<file path="src/hdl/renc_pkg.sv">
package renc_pkg;

  typedef struct packed {
    logic        raw_clock;
    logic        raw_data;
    logic        raw_switch;
    logic [31:0] now_ms;
  } renc_in_t;

  typedef struct packed {
    logic signed [1:0]  rotate_step;
    logic               button_pressed;
    logic signed [15:0] position_count;
  } renc_out_t;

  // Current and next debounced levels for the decoder; data next only.
  typedef struct packed {
    logic clock_q;
    logic clock_d;
    logic data_d;
    logic switch_q;
    logic switch_d;
  } renc_lines_t;

  localparam int unsigned CfgIdxWidth = 8;
  localparam int unsigned CfgDataWidth = 8;

  localparam logic [CfgIdxWidth-1:0] CFG_ROTATION_DEBOUNCE = 8'd0;
  localparam logic [CfgIdxWidth-1:0] CFG_BUTTON_DEBOUNCE   = 8'd1;

  localparam logic [CfgDataWidth-1:0] ROTATION_DEBOUNCE_RESET = 8'd5;
  localparam logic [CfgDataWidth-1:0] BUTTON_DEBOUNCE_RESET   = 8'd20;

  localparam logic signed [1:0] STEP_NONE = 2'sb00;
  localparam logic signed [1:0] STEP_UP   = 2'sb01;
  localparam logic signed [1:0] STEP_DOWN = 2'sb11;

endpackage

</file>
<file path="src/hdl/renc_debounce.sv">
module renc_debounce #(
  parameter int unsigned TIME_WIDTH = 32
) (
  input  logic                                clk_i,
  input  logic                                rst_ni,
  input  logic                                en_i,
  input  logic                                raw_i,
  input  logic [TIME_WIDTH-1:0]               now_i,
  input  logic [renc_pkg::CfgDataWidth-1:0]   limit_i,
  output logic                                stable_o,
  output logic                                stable_next_o
);

  logic                  stable_q, stable_d;
  logic [TIME_WIDTH-1:0] agree_q, agree_d;
  logic [TIME_WIDTH-1:0] elapsed;
  logic                  settled;

  // Elapsed time wraps with the timestamp width.
  assign elapsed = now_i - agree_q;
  assign settled = elapsed >= TIME_WIDTH'(limit_i);

  always_comb begin
    stable_d = stable_q;
    agree_d  = agree_q;
    if (raw_i != stable_q) begin
      if (settled) begin
        stable_d = raw_i;
      end
    end else begin
      agree_d = now_i;
    end
  end

  always_ff @(posedge clk_i or negedge rst_ni) begin
    if (!rst_ni) begin
      stable_q <= 1'b1;
      agree_q  <= '0;
    end else if (en_i) begin
      stable_q <= stable_d;
      agree_q  <= agree_d;
    end
  end

  assign stable_o      = stable_q;
  assign stable_next_o = stable_d;

endmodule

</file>
<file path="src/hdl/renc_decode.sv">
module renc_decode #(
  parameter int unsigned COUNT_WIDTH = 16
) (
  input  logic                  clk_i,
  input  logic                  rst_ni,
  input  logic                  en_i,
  input  renc_pkg::renc_lines_t lines_i,
  output renc_pkg::renc_out_t   result_o
);

  logic [COUNT_WIDTH-1:0] count_q, count_d, count_step;
  logic                   clock_changed;
  logic                   step_up;
  logic                   press;
  logic signed [1:0]      step;

  assign clock_changed = lines_i.clock_d != lines_i.clock_q;
  assign step_up       = lines_i.data_d != lines_i.clock_d;
  assign press         = lines_i.switch_q & ~lines_i.switch_d;

  always_comb begin
    step       = renc_pkg::STEP_NONE;
    count_step = count_q;
    if (clock_changed) begin
      if (step_up) begin
        step       = renc_pkg::STEP_UP;
        count_step = count_q + COUNT_WIDTH'(1);
      end else begin
        step       = renc_pkg::STEP_DOWN;
        count_step = count_q - COUNT_WIDTH'(1);
      end
    end
    // A press wins over a step in the same beat.
    count_d = press ? '0 : count_step;
  end

  always_ff @(posedge clk_i or negedge rst_ni) begin
    if (!rst_ni) begin
      count_q <= '0;
    end else if (en_i) begin
      count_q <= count_d;
    end
  end

  assign result_o.rotate_step    = step;
  assign result_o.button_pressed = press;
  assign result_o.position_count = 16'(count_d);

endmodule

</file>
<file path="src/hdl/rotary_encoder_debounce_decode_unit.sv">
// Channel  Direction  Handshake                  Payload
// in       input      in_valid_i / in_stall_o    in_i   (renc_in_t)
// out      output     out_valid_o / out_stall_i  out_o  (renc_out_t)
// cfg      input      cfg_valid_i / cfg_ready_o  cfg_index_i, cfg_data_i
//
// A beat goes from the input register to the result register, so one beat
// is taken every cycle while the output is not stalled.
// The debounce lines and the step counter update as a beat moves into the
// result register. Reset brings the debounce limits to 5 ms and 20 ms, all
// lines to idle high and the count to zero. A stall on the output holds the
// result register and a full input register, only then raising in_stall_o.
module rotary_encoder_debounce_decode_unit #(
  parameter int unsigned TIME_WIDTH  = 32,
  parameter int unsigned COUNT_WIDTH = 16
) (
  input  logic                                 clk_i,
  input  logic                                 rst_ni,
  input  logic                                 in_valid_i,
  output logic                                 in_stall_o,
  input  renc_pkg::renc_in_t                   in_i,
  output logic                                 out_valid_o,
  input  logic                                 out_stall_i,
  output renc_pkg::renc_out_t                  out_o,
  input  logic                                 cfg_valid_i,
  output logic                                 cfg_ready_o,
  input  logic [renc_pkg::CfgIdxWidth-1:0]     cfg_index_i,
  input  logic [renc_pkg::CfgDataWidth-1:0]    cfg_data_i
);

  logic                              in_vld_q;
  renc_pkg::renc_in_t                in_q;
  logic                              out_vld_q;
  renc_pkg::renc_out_t               out_q;
  logic                              advance;
  logic                              work_en;
  logic [renc_pkg::CfgDataWidth-1:0] rot_limit_q, btn_limit_q;
  logic [TIME_WIDTH-1:0]             now;
  renc_pkg::renc_lines_t             lines;
  renc_pkg::renc_out_t               result;
  logic                              clock_q, clock_d, data_q, data_d;
  logic                              switch_q, switch_d;

  assign advance    = ~out_vld_q | ~out_stall_i;
  assign work_en    = in_vld_q & advance;
  assign in_stall_o = in_vld_q & ~advance;

  always_ff @(posedge clk_i or negedge rst_ni) begin
    if (!rst_ni) begin
      in_vld_q <= 1'b0;
    end else if (!in_stall_o) begin
      in_vld_q <= in_valid_i;
    end
  end

  always_ff @(posedge clk_i) begin
    if (in_valid_i && !in_stall_o) begin
      in_q <= in_i;
    end
  end

  // Configuration must arrive only while idle; the block does not enforce this and is always ready.
  assign cfg_ready_o = 1'b1;

  always_ff @(posedge clk_i or negedge rst_ni) begin
    if (!rst_ni) begin
      rot_limit_q <= renc_pkg::ROTATION_DEBOUNCE_RESET;
      btn_limit_q <= renc_pkg::BUTTON_DEBOUNCE_RESET;
    end else if (cfg_valid_i) begin
      unique case (cfg_index_i)
        renc_pkg::CFG_ROTATION_DEBOUNCE: rot_limit_q <= cfg_data_i;
        renc_pkg::CFG_BUTTON_DEBOUNCE:   btn_limit_q <= cfg_data_i;
        default: ;
      endcase
    end
  end

  assign now = in_q.now_ms[TIME_WIDTH-1:0];

  renc_debounce #(.TIME_WIDTH(TIME_WIDTH)) u_clock_db (
    .clk_i        (clk_i),
    .rst_ni       (rst_ni),
    .en_i         (work_en),
    .raw_i        (in_q.raw_clock),
    .now_i        (now),
    .limit_i      (rot_limit_q),
    .stable_o     (clock_q),
    .stable_next_o(clock_d)
  );

  renc_debounce #(.TIME_WIDTH(TIME_WIDTH)) u_data_db (
    .clk_i        (clk_i),
    .rst_ni       (rst_ni),
    .en_i         (work_en),
    .raw_i        (in_q.raw_data),
    .now_i        (now),
    .limit_i      (rot_limit_q),
    .stable_o     (data_q),
    .stable_next_o(data_d)
  );

  renc_debounce #(.TIME_WIDTH(TIME_WIDTH)) u_switch_db (
    .clk_i        (clk_i),
    .rst_ni       (rst_ni),
    .en_i         (work_en),
    .raw_i        (in_q.raw_switch),
    .now_i        (now),
    .limit_i      (btn_limit_q),
    .stable_o     (switch_q),
    .stable_next_o(switch_d)
  );

  // The previous stable level always equals the current stable register.
  assign lines.clock_q  = clock_q;
  assign lines.clock_d  = clock_d;
  assign lines.data_d   = data_d;
  assign lines.switch_q = switch_q;
  assign lines.switch_d = switch_d;

  renc_decode #(.COUNT_WIDTH(COUNT_WIDTH)) u_decode (
    .clk_i   (clk_i),
    .rst_ni  (rst_ni),
    .en_i    (work_en),
    .lines_i (lines),
    .result_o(result)
  );

  always_ff @(posedge clk_i or negedge rst_ni) begin
    if (!rst_ni) begin
      out_vld_q <= 1'b0;
    end else if (advance) begin
      out_vld_q <= in_vld_q;
    end
  end

  always_ff @(posedge clk_i) begin
    if (work_en) begin
      out_q <= result;
    end
  end

  assign out_valid_o = out_vld_q;
  assign out_o       = out_q;

  a_press_clears: assert property (@(posedge clk_i) disable iff (!rst_ni)
    out_vld_q && out_q.button_pressed |-> out_q.position_count == 16'sd0)
    else $error("press beat with nonzero position");

  a_step_code: assert property (@(posedge clk_i) disable iff (!rst_ni)
    out_vld_q |-> out_q.rotate_step != 2'sb10)
    else $error("illegal rotate step code");

  a_empty_takes: assert property (@(posedge clk_i) disable iff (!rst_ni)
    !in_vld_q |-> !in_stall_o)
    else $error("stall raised with empty input register");

  a_hold_input: assert property (@(posedge clk_i) disable iff (!rst_ni)
    in_stall_o |=> in_vld_q && $stable(in_q))
    else $error("input register changed while stalled");

  a_data_unused_no_dbl: assert property (@(posedge clk_i) disable iff (!rst_ni)
    work_en && clock_d == clock_q |-> result.rotate_step == renc_pkg::STEP_NONE)
    else $error("step reported without clock change");

  a_data_track: assert property (@(posedge clk_i) disable iff (!rst_ni)
    work_en |=> data_q == $past(data_d))
    else $error("data line did not take its next level");

endmodule
</file>
<file path="config.mk">
export PLATFORM = sky130hd
export DESIGN_NAME = rotary_encoder_debounce_decode_unit
export DESIGN_NICKNAME = d
export VERILOG_FILES = /design/src/hdl/renc_pkg.sv /design/src/hdl/renc_debounce.sv /design/src/hdl/renc_decode.sv /design/src/hdl/rotary_encoder_debounce_decode_unit.sv
export SDC_FILE = /design/constraint.sdc
export NUM_CORES = 1
export LEC_CHECK = 0
export BUFFER_PORTS_ARGS = -buffer_cell sky130_fd_sc_hd__buf_2
export CORE_ASPECT_RATIO = 1.1
export CORE_MARGIN = 3
export CORE_UTILIZATION = 46
export CTS_BUF_LIST = sky130_fd_sc_hd__clkbuf_16
export DETAILED_ROUTE_END_ITERATION = 16
export RECOVER_POWER = 50
export SLEW_MARGIN = 10
export SYNTH_ARGS = -nofsm -noshare
export SYNTH_HDL_FRONTEND = slang
export SYNTH_SLANG_ARGS = --single-unit
</file>
<file path="constraint.sdc">
create_clock -name clk_i -period 6.4 [get_ports clk_i]
set_clock_uncertainty 0.15 [all_clocks]
set_input_delay 0.96 -clock clk_i [delete_from_list [all_inputs] [get_ports clk_i]]
set_output_delay 0.96 -clock clk_i [all_outputs]
set_load 0.02 [all_outputs]
</file>
Yosys cells after proc, flatten, opt, wreduce, memory -nomap -nowiden
Index checks and enable logic that the tools add are counted.
{"block": "totals", "input_bits": 56, "elab_cells": 61, "reg_bits": 187, "out_inout_bits": 22}
{"block": "op_classes", "muxes": 10, "eq_ne": 6, "reduce_logical": 8, "n_lt_le_gt_ge": 3, "bitwise_logic": 11, "n_addsub": 5}
{"operator": "$ge 32x8->1", "count": 3}
{"operator": "$sub 32x32->32", "count": 3}
{"operator": "$mux 16", "count": 3}
{"operator": "$add 16x1->16 const B", "count": 1}
{"operator": "$sub 16x1->16 const B", "count": 1}
{"operator": "$reduce_and 2->1", "count": 5}
{"operator": "$eq 8x1->1 const B", "count": 1}
{"operator": "$logic_not 8->1", "count": 1}
{"operator": "$not 1->1", "count": 7}
{"operator": "$mux 1", "count": 6}
{"operator": "$ne 1x1->1", "count": 5}
{"operator": "$and 1x1->1", "count": 3}
{"operator": "$mux 2", "count": 1}
{"operator": "$logic_and 1x1->1", "count": 1}
{"operator": "$logic_not 1->1", "count": 1}
{"operator": "$or 1x1->1", "count": 1}

Depth between registers and ports, before layout
{"block": "depth", "ltp_word": 8, "depth_mapped": 28, "mapped_depth_nobuf": 26}

Hierarchy
Synthesis repeated with hierarchy kept, for this count alone.
{"block": "hier_totals", "cells_unflattened": 1627, "area_unflattened_um2": 14905.5}
{"module": "renc_debounce (u_data_db ...)", "area_per_inst_um2": 3602.2, "seq_area_each_um2": 827.0, "n_inst": 2, "cells_per_inst": 431}
{"module": "renc_debounce (u_clock_db)", "area_per_inst_um2": 3621.0, "seq_area_each_um2": 827.0, "n_inst": 1, "cells_per_inst": 439}
{"module": "rotary_encoder_debounce_decode_unit", "area_per_inst_um2": 2383.5, "seq_area_each_um2": 2077.0, "n_inst": 1, "cells_per_inst": 102}
{"module": "renc_decode", "area_per_inst_um2": 1696.6, "seq_area_each_um2": 400.4, "n_inst": 1, "cells_per_inst": 224}

Least setup slack after synthesis
OpenSTA, ideal clock, no wires.
{"block": "synth_path", "kind": "reg-to-reg", "startpoint": "reg in_q, in the netlist now[0]", "endpoint": "reg u_decode.count_q[10]", "n_path_buf": 2, "required_ns": 6.129, "path_stages_with_launch": 28, "t_arrival_ns": 5.102, "period_less_slack_ns": 5.373, "path_slack_ns": 1.027, "setup_time_ns": 0.121, "path_cell_list": "edfxtp_1 > inv_1 > ha_1 > fa_1 > nand2b_1 > a21oi_1 > nor2_1 > xnor2_1 > ha_1 > o21ai_0 > nor2_1 > nor2_1 > o211ai_1 > nor4_1 > o311ai_0 > nor4_1 > and4_1 > buf_4 > mux2i_1 > xnor2_2 > buf_6 > xor2_1 > ha_1 > nor3_1 > nand4_1 > mux2i_1 > o21ai_1 > a22o_1"}
{"block": "synth_via", "elab_chain_len": 8, "word_cells_on_any_way": 19, "classes_between": "add/sub: 3; order compare: 3; eq/ne: 2; mux: 9; bitwise: 2"}
{"element": "start: declaration", "line_no": "rotary_encoder_debounce_decode_unit.sv:31", "rtl": "renc_pkg::renc_in_t in_q;"}
{"element": "start signal: assignment", "line_no": "rotary_encoder_debounce_decode_unit.sv:57", "rtl": "in_q <= in_i;"}
{"element": "$sub 32x32->32", "line_no": "renc_debounce.sv:20", "rtl": "assign elapsed = now_i - agree_q;"}
{"element": "$ge 32x8->1", "line_no": "renc_debounce.sv:21", "rtl": "assign settled = elapsed >= TIME_WIDTH'(limit_i);"}
{"element": "$mux 1", "line_no": "renc_debounce.sv:27", "rtl": "if (settled) begin"}
{"element": "$mux 1", "line_no": "renc_debounce.sv:26", "rtl": "if (raw_i != stable_q) begin"}
{"element": "$ne 1x1->1", "line_no": "renc_decode.sv:18", "rtl": "assign step_up = lines_i.data_d != lines_i.clock_d;"}
{"element": "$mux 16", "line_no": "renc_decode.sv:25", "rtl": "if (step_up) begin"}
{"element": "$mux 16", "line_no": "renc_decode.sv:24", "rtl": "if (clock_changed) begin"}
{"element": "$mux 16 (*)", "line_no": "renc_decode.sv:34", "rtl": "count_d = press ? '0 : count_step;"}
{"element": "end signal: assignment", "line_no": "renc_decode.sv:41", "rtl": "count_q <= count_d;"}
{"element": "end: declaration", "line_no": "renc_decode.sv:11", "rtl": "logic [COUNT_WIDTH-1:0] count_q, count_d, count_step;"}
Mark *: on every way between the ends. The rest lies on a longest branch, timed or not.
A chain may end at the register's enable or synchronous reset.

Worst setup path in the final report
{"block": "layout_path", "startpoint": "reg in_q, in the netlist now[1]", "endpoint": "reg u_decode.count_q[14]"}
Same word-level chain as after synthesis.

==> flow_metrics.py <==
metrics = {
    "outcome": {
        "status": "complete, but fails checks",
        "violations": "capacitance limit, slew limit",
    },
    "synthesis": {
        "syn_area_um2": 14200,
        "synth_top_area_share_pct": 22.2,
        "synth_warnings": 0,
        "ys_types": 85,
        "synth-seq-cells": 187,
        "netlist.top_cell.by_area": "dfrtp_1",
        "synth_ff_type": "dfrtp_1",
        "synthesis.nets": 1734,
        "avgSynthCellArea_um2": 9.14,
        "ys_seq_area_share_pct": 34.9,
        "synth_commonest_cells": "inv_1, dfrtp_1, ha_1",
        "async_flop_share_pct": 71.1,
        "synth_edf_count": 54,
        "synthCells": 1557,
        "synth.most_common_cell": "inv_1",
        "synth_area_leaders": "dfrtp_1, edfxtp_1, ha_1",
    },
    "cells_and_area": {
        "drive_gt1_share_pct": 14.6,
        "diodes": 0,
        "nNetsFinal": 1776,
        "synthToLayoutAreaGrowth_pct": 8.65,
        "stdcell_count": 2020,
        "utilization_pct": 51.4,
    },
    "sta": {
        "fin_crit_sh_pct": 90.4,
        "tightest_slew_ns": 4.29,
        "whs_ns": 0.341,
        "setup_viol": 0,
        "drv_slew": 115,
        "setup_tns_ns": 0,
        "max_freq_mhz": 173,
        "slew_headroom_pct": -186,
        "rsz0062_at_grt": "no",
        "period_minus_slack_ns": 5.78,
        "finalHoldViolCount": 0,
    },
    "cts": {
        "insertion_delay_ns": 0.45,
        "cts_buffers": 17,
        "cts_hold_buf": 0,
        "cts-htree-levels": 4,
        "root_buffer": "clkbuf_16",
        "clock-sinks": 187,
        "cts_tree": "yes",
        "path_clk_slew_ns": 0.07,
        "post_cts_buffers": 0,
        "cts_resized": 0,
        "max-clock-path-buffers": 2,
    },
    "placed_design": {
        "gp_congestion": 0.969,
        "numPlacedInstances": 1988,
        "port_buffers": 76,
        "dp_hpwl_um": 29100,
    },
    "min_path": {
        "min_path_type": "flop to flop",
    },
    "setup_path": {
        "worstPathRequired_ns": 6.58,
        "critPathLaunchType": "flop",
        "timing_worst_setup_path_type": "flop to flop",
        "critPathMaxFanout": 6,
        "cp-end-kind": "flop",
        "arrival_ns": 5.97,
    },
    "global_route": {
        "grt_usage_pct": 23.2,
        "grt_busiest_layer": "met2",
        "grt-ovfl-total": 0,
        "use_met3_pct": 3.41,
        "grt_pass1_wl_um": 61300,
        "grt_pass1_vias": 11347,
        "grt_start_max_net_pins": 79,
        "grtUsageMet2_pct": 38.8,
        "antenna_found_initial": 0,
        "met1_usage_pct": 31.4,
    },
    "power": {
        "leakage_nw": 6.70,
        "ir_worst_vdd_uv": 200,
        "power_density_nw_per_um2": 404,
    },
    "routing": {
        "via_per_inst": 5.85,
        "detail-route-antenna-nets": 0,
        "drt_iter0_markers": 797,
        "vias": 11826,
        "routed_wl_um": 38200,
        "drtPass1Iterations": 5,
        "avgRoutedWirePerCell_um": 18.9,
        "drcViolationCount": 0,
    },
    "floorplanning": {
        "die_w_um": 174,
        "boundaryPins": 78,
        "fp-row-count": 66,
        "initial_core_util_pct": 47.3,
        "die_h_um": 190,
        "core-area_um2": 30100,
        "dieArea_um2": 33100,
    },
    "run": {
        "drv_cap": 2,
    },
}
per-layer routing:
metal	share of wire [%]	vias to the layer above
li1	-	5800
met1	47	5673
met2	47	304
met3	4.3	49
met4	2.1	0
met5	0	-
power by group:
group	switching, W	leakage (nW)	internal [W]
clock	0.000474	0.259	0.000511
combinational	0.00209	4.37	0.00142
sequential	0.000204	2.07	0.00154
total	0.00277	6.70	0.00347
final timing paths:
path,start,to,slack (ns),cells after the start
min in group asynchronous,rst_ni,btn_limit_q[7],1.87,1
max,now[1],u_decode.count_q[14],0.62,25
max reg2reg,now[1],u_decode.count_q[14],0.62,25
min,in_vld_q,out_valid_o,0.34,1
max in group asynchronous,rst_ni,u_switch_db.agree_q[30],1.68,2
min reg2reg,in_vld_q,out_valid_o,0.34,1
cell usage in the layout, fill, tap and decap left out, drive strengths merged, types with 7 or more instances in the layout:
cell type | netlist | layout
dfstp | 7 | 7
o2111ai | 11 | 11
nor2b | 9 | 9
nor2 | 94 | 94
mux2 | 109 | 109
nand3 | 28 | 28
buf | 13 | 66
a22o | 7 | 7
clkbuf | 54 | 42
a211oi | 21 | 21
a211o | 10 | 10
a31oi | 12 | 12
nand4 | 46 | 46
o21ai | 95 | 95
and4 | 7 | 7
dfrtp | 126 | 126
xor2 | 21 | 21
nand3b | 11 | 11
o21bai | 9 | 9
edfxtp | 54 | 54
ha | 118 | 118
a21o | 30 | 30
clkinv | 0 | 9
nor3 | 29 | 29
nand2 | 116 | 116
nand2b | 23 | 23
nor3b | 9 | 9
and3 | 12 | 12
o21a | 17 | 17
o211ai | 12 | 12
and2 | 11 | 11
a21oi | 115 | 115
or3 | 13 | 13
inv | 144 | 146
nor4 | 16 | 16
mux2i | 18 | 18
xnor2 | 36 | 36
cells by family after synthesis:
logic type | share of synthesized area [%]
XOR/XNOR | 3.56
adder cells (fa/ha/maj) | 10.8
other | 0.0264
AND/OR/NAND/NOR | 16.0
AO/OA/AOI/OAI | 19.0
multiplexers | 9.92
flip-flops | 34.9
buffers and inverters | 5.81
registers in the layout, summed over array words and instances, names as in the netlist:
register / count
u_data_db.agree_q: 32
u_decode.count_q: 16
out_o: 19
u_switch_db.stable_o: 1
now: 32
u_clock_db.stable_o: 1
btn_limit_q: 8
out_valid_o: 1
in_q: 3
rot_limit_q: 8
u_clock_db.agree_q: 32
u_switch_db.agree_q: 32
in_vld_q: 1
u_data_db.stable_o: 1
worst max-delay path, stage by stage (launching register included):
cell,delay [ns]
edfxtp_1,0.46
inv_1,0.17
fa_1,0.48
nand2b_1,0.20
a21oi_1,0.24
nor2_1,0.10
xnor2_1,0.14
ha_1,0.30
o21ai_0,0.19
nor2_1,0.06
nor2_1,0.11
o211ai_1,0.11
nor4_1,0.17
o311ai_0,0.17
nor4_1,0.24
and4_2,0.36
mux2i_1,0.29
xnor2_2,0.15
xor2_1,0.16
ha_1,0.26
nand2_1,0.07
nor2_1,0.33
nand4_1,0.14
mux2i_1,0.26
nor3b_1,0.08
a211o_1,0.27
metrics by stage:
step	setup WS (ns)	total power (W)	instance area, µm²
floorplan	1.03	0.00437	14200
global placement	0.514	0.00518	15000
detailed placement	0.423	0.00521	15000
CTS	0.393	0.00622	15500
global route	0.0569	0.00674	15500
finish	0.616	0.00624	15500
cell type report:
type / count / area, µm²
Clock buffer: 18 / 450
Clock inverter: 14 / 81.3
Fill cell: 2905 / 14600
Inverter: 144 / 541
Multi-Input combinational cell: 1159 / 8460
Sequential cell: 187 / 4960
Tap cell: 408 / 510
Timing Repair Buffer: 90 / 455
Note: power is estimated with default switching activity, not from simulation.
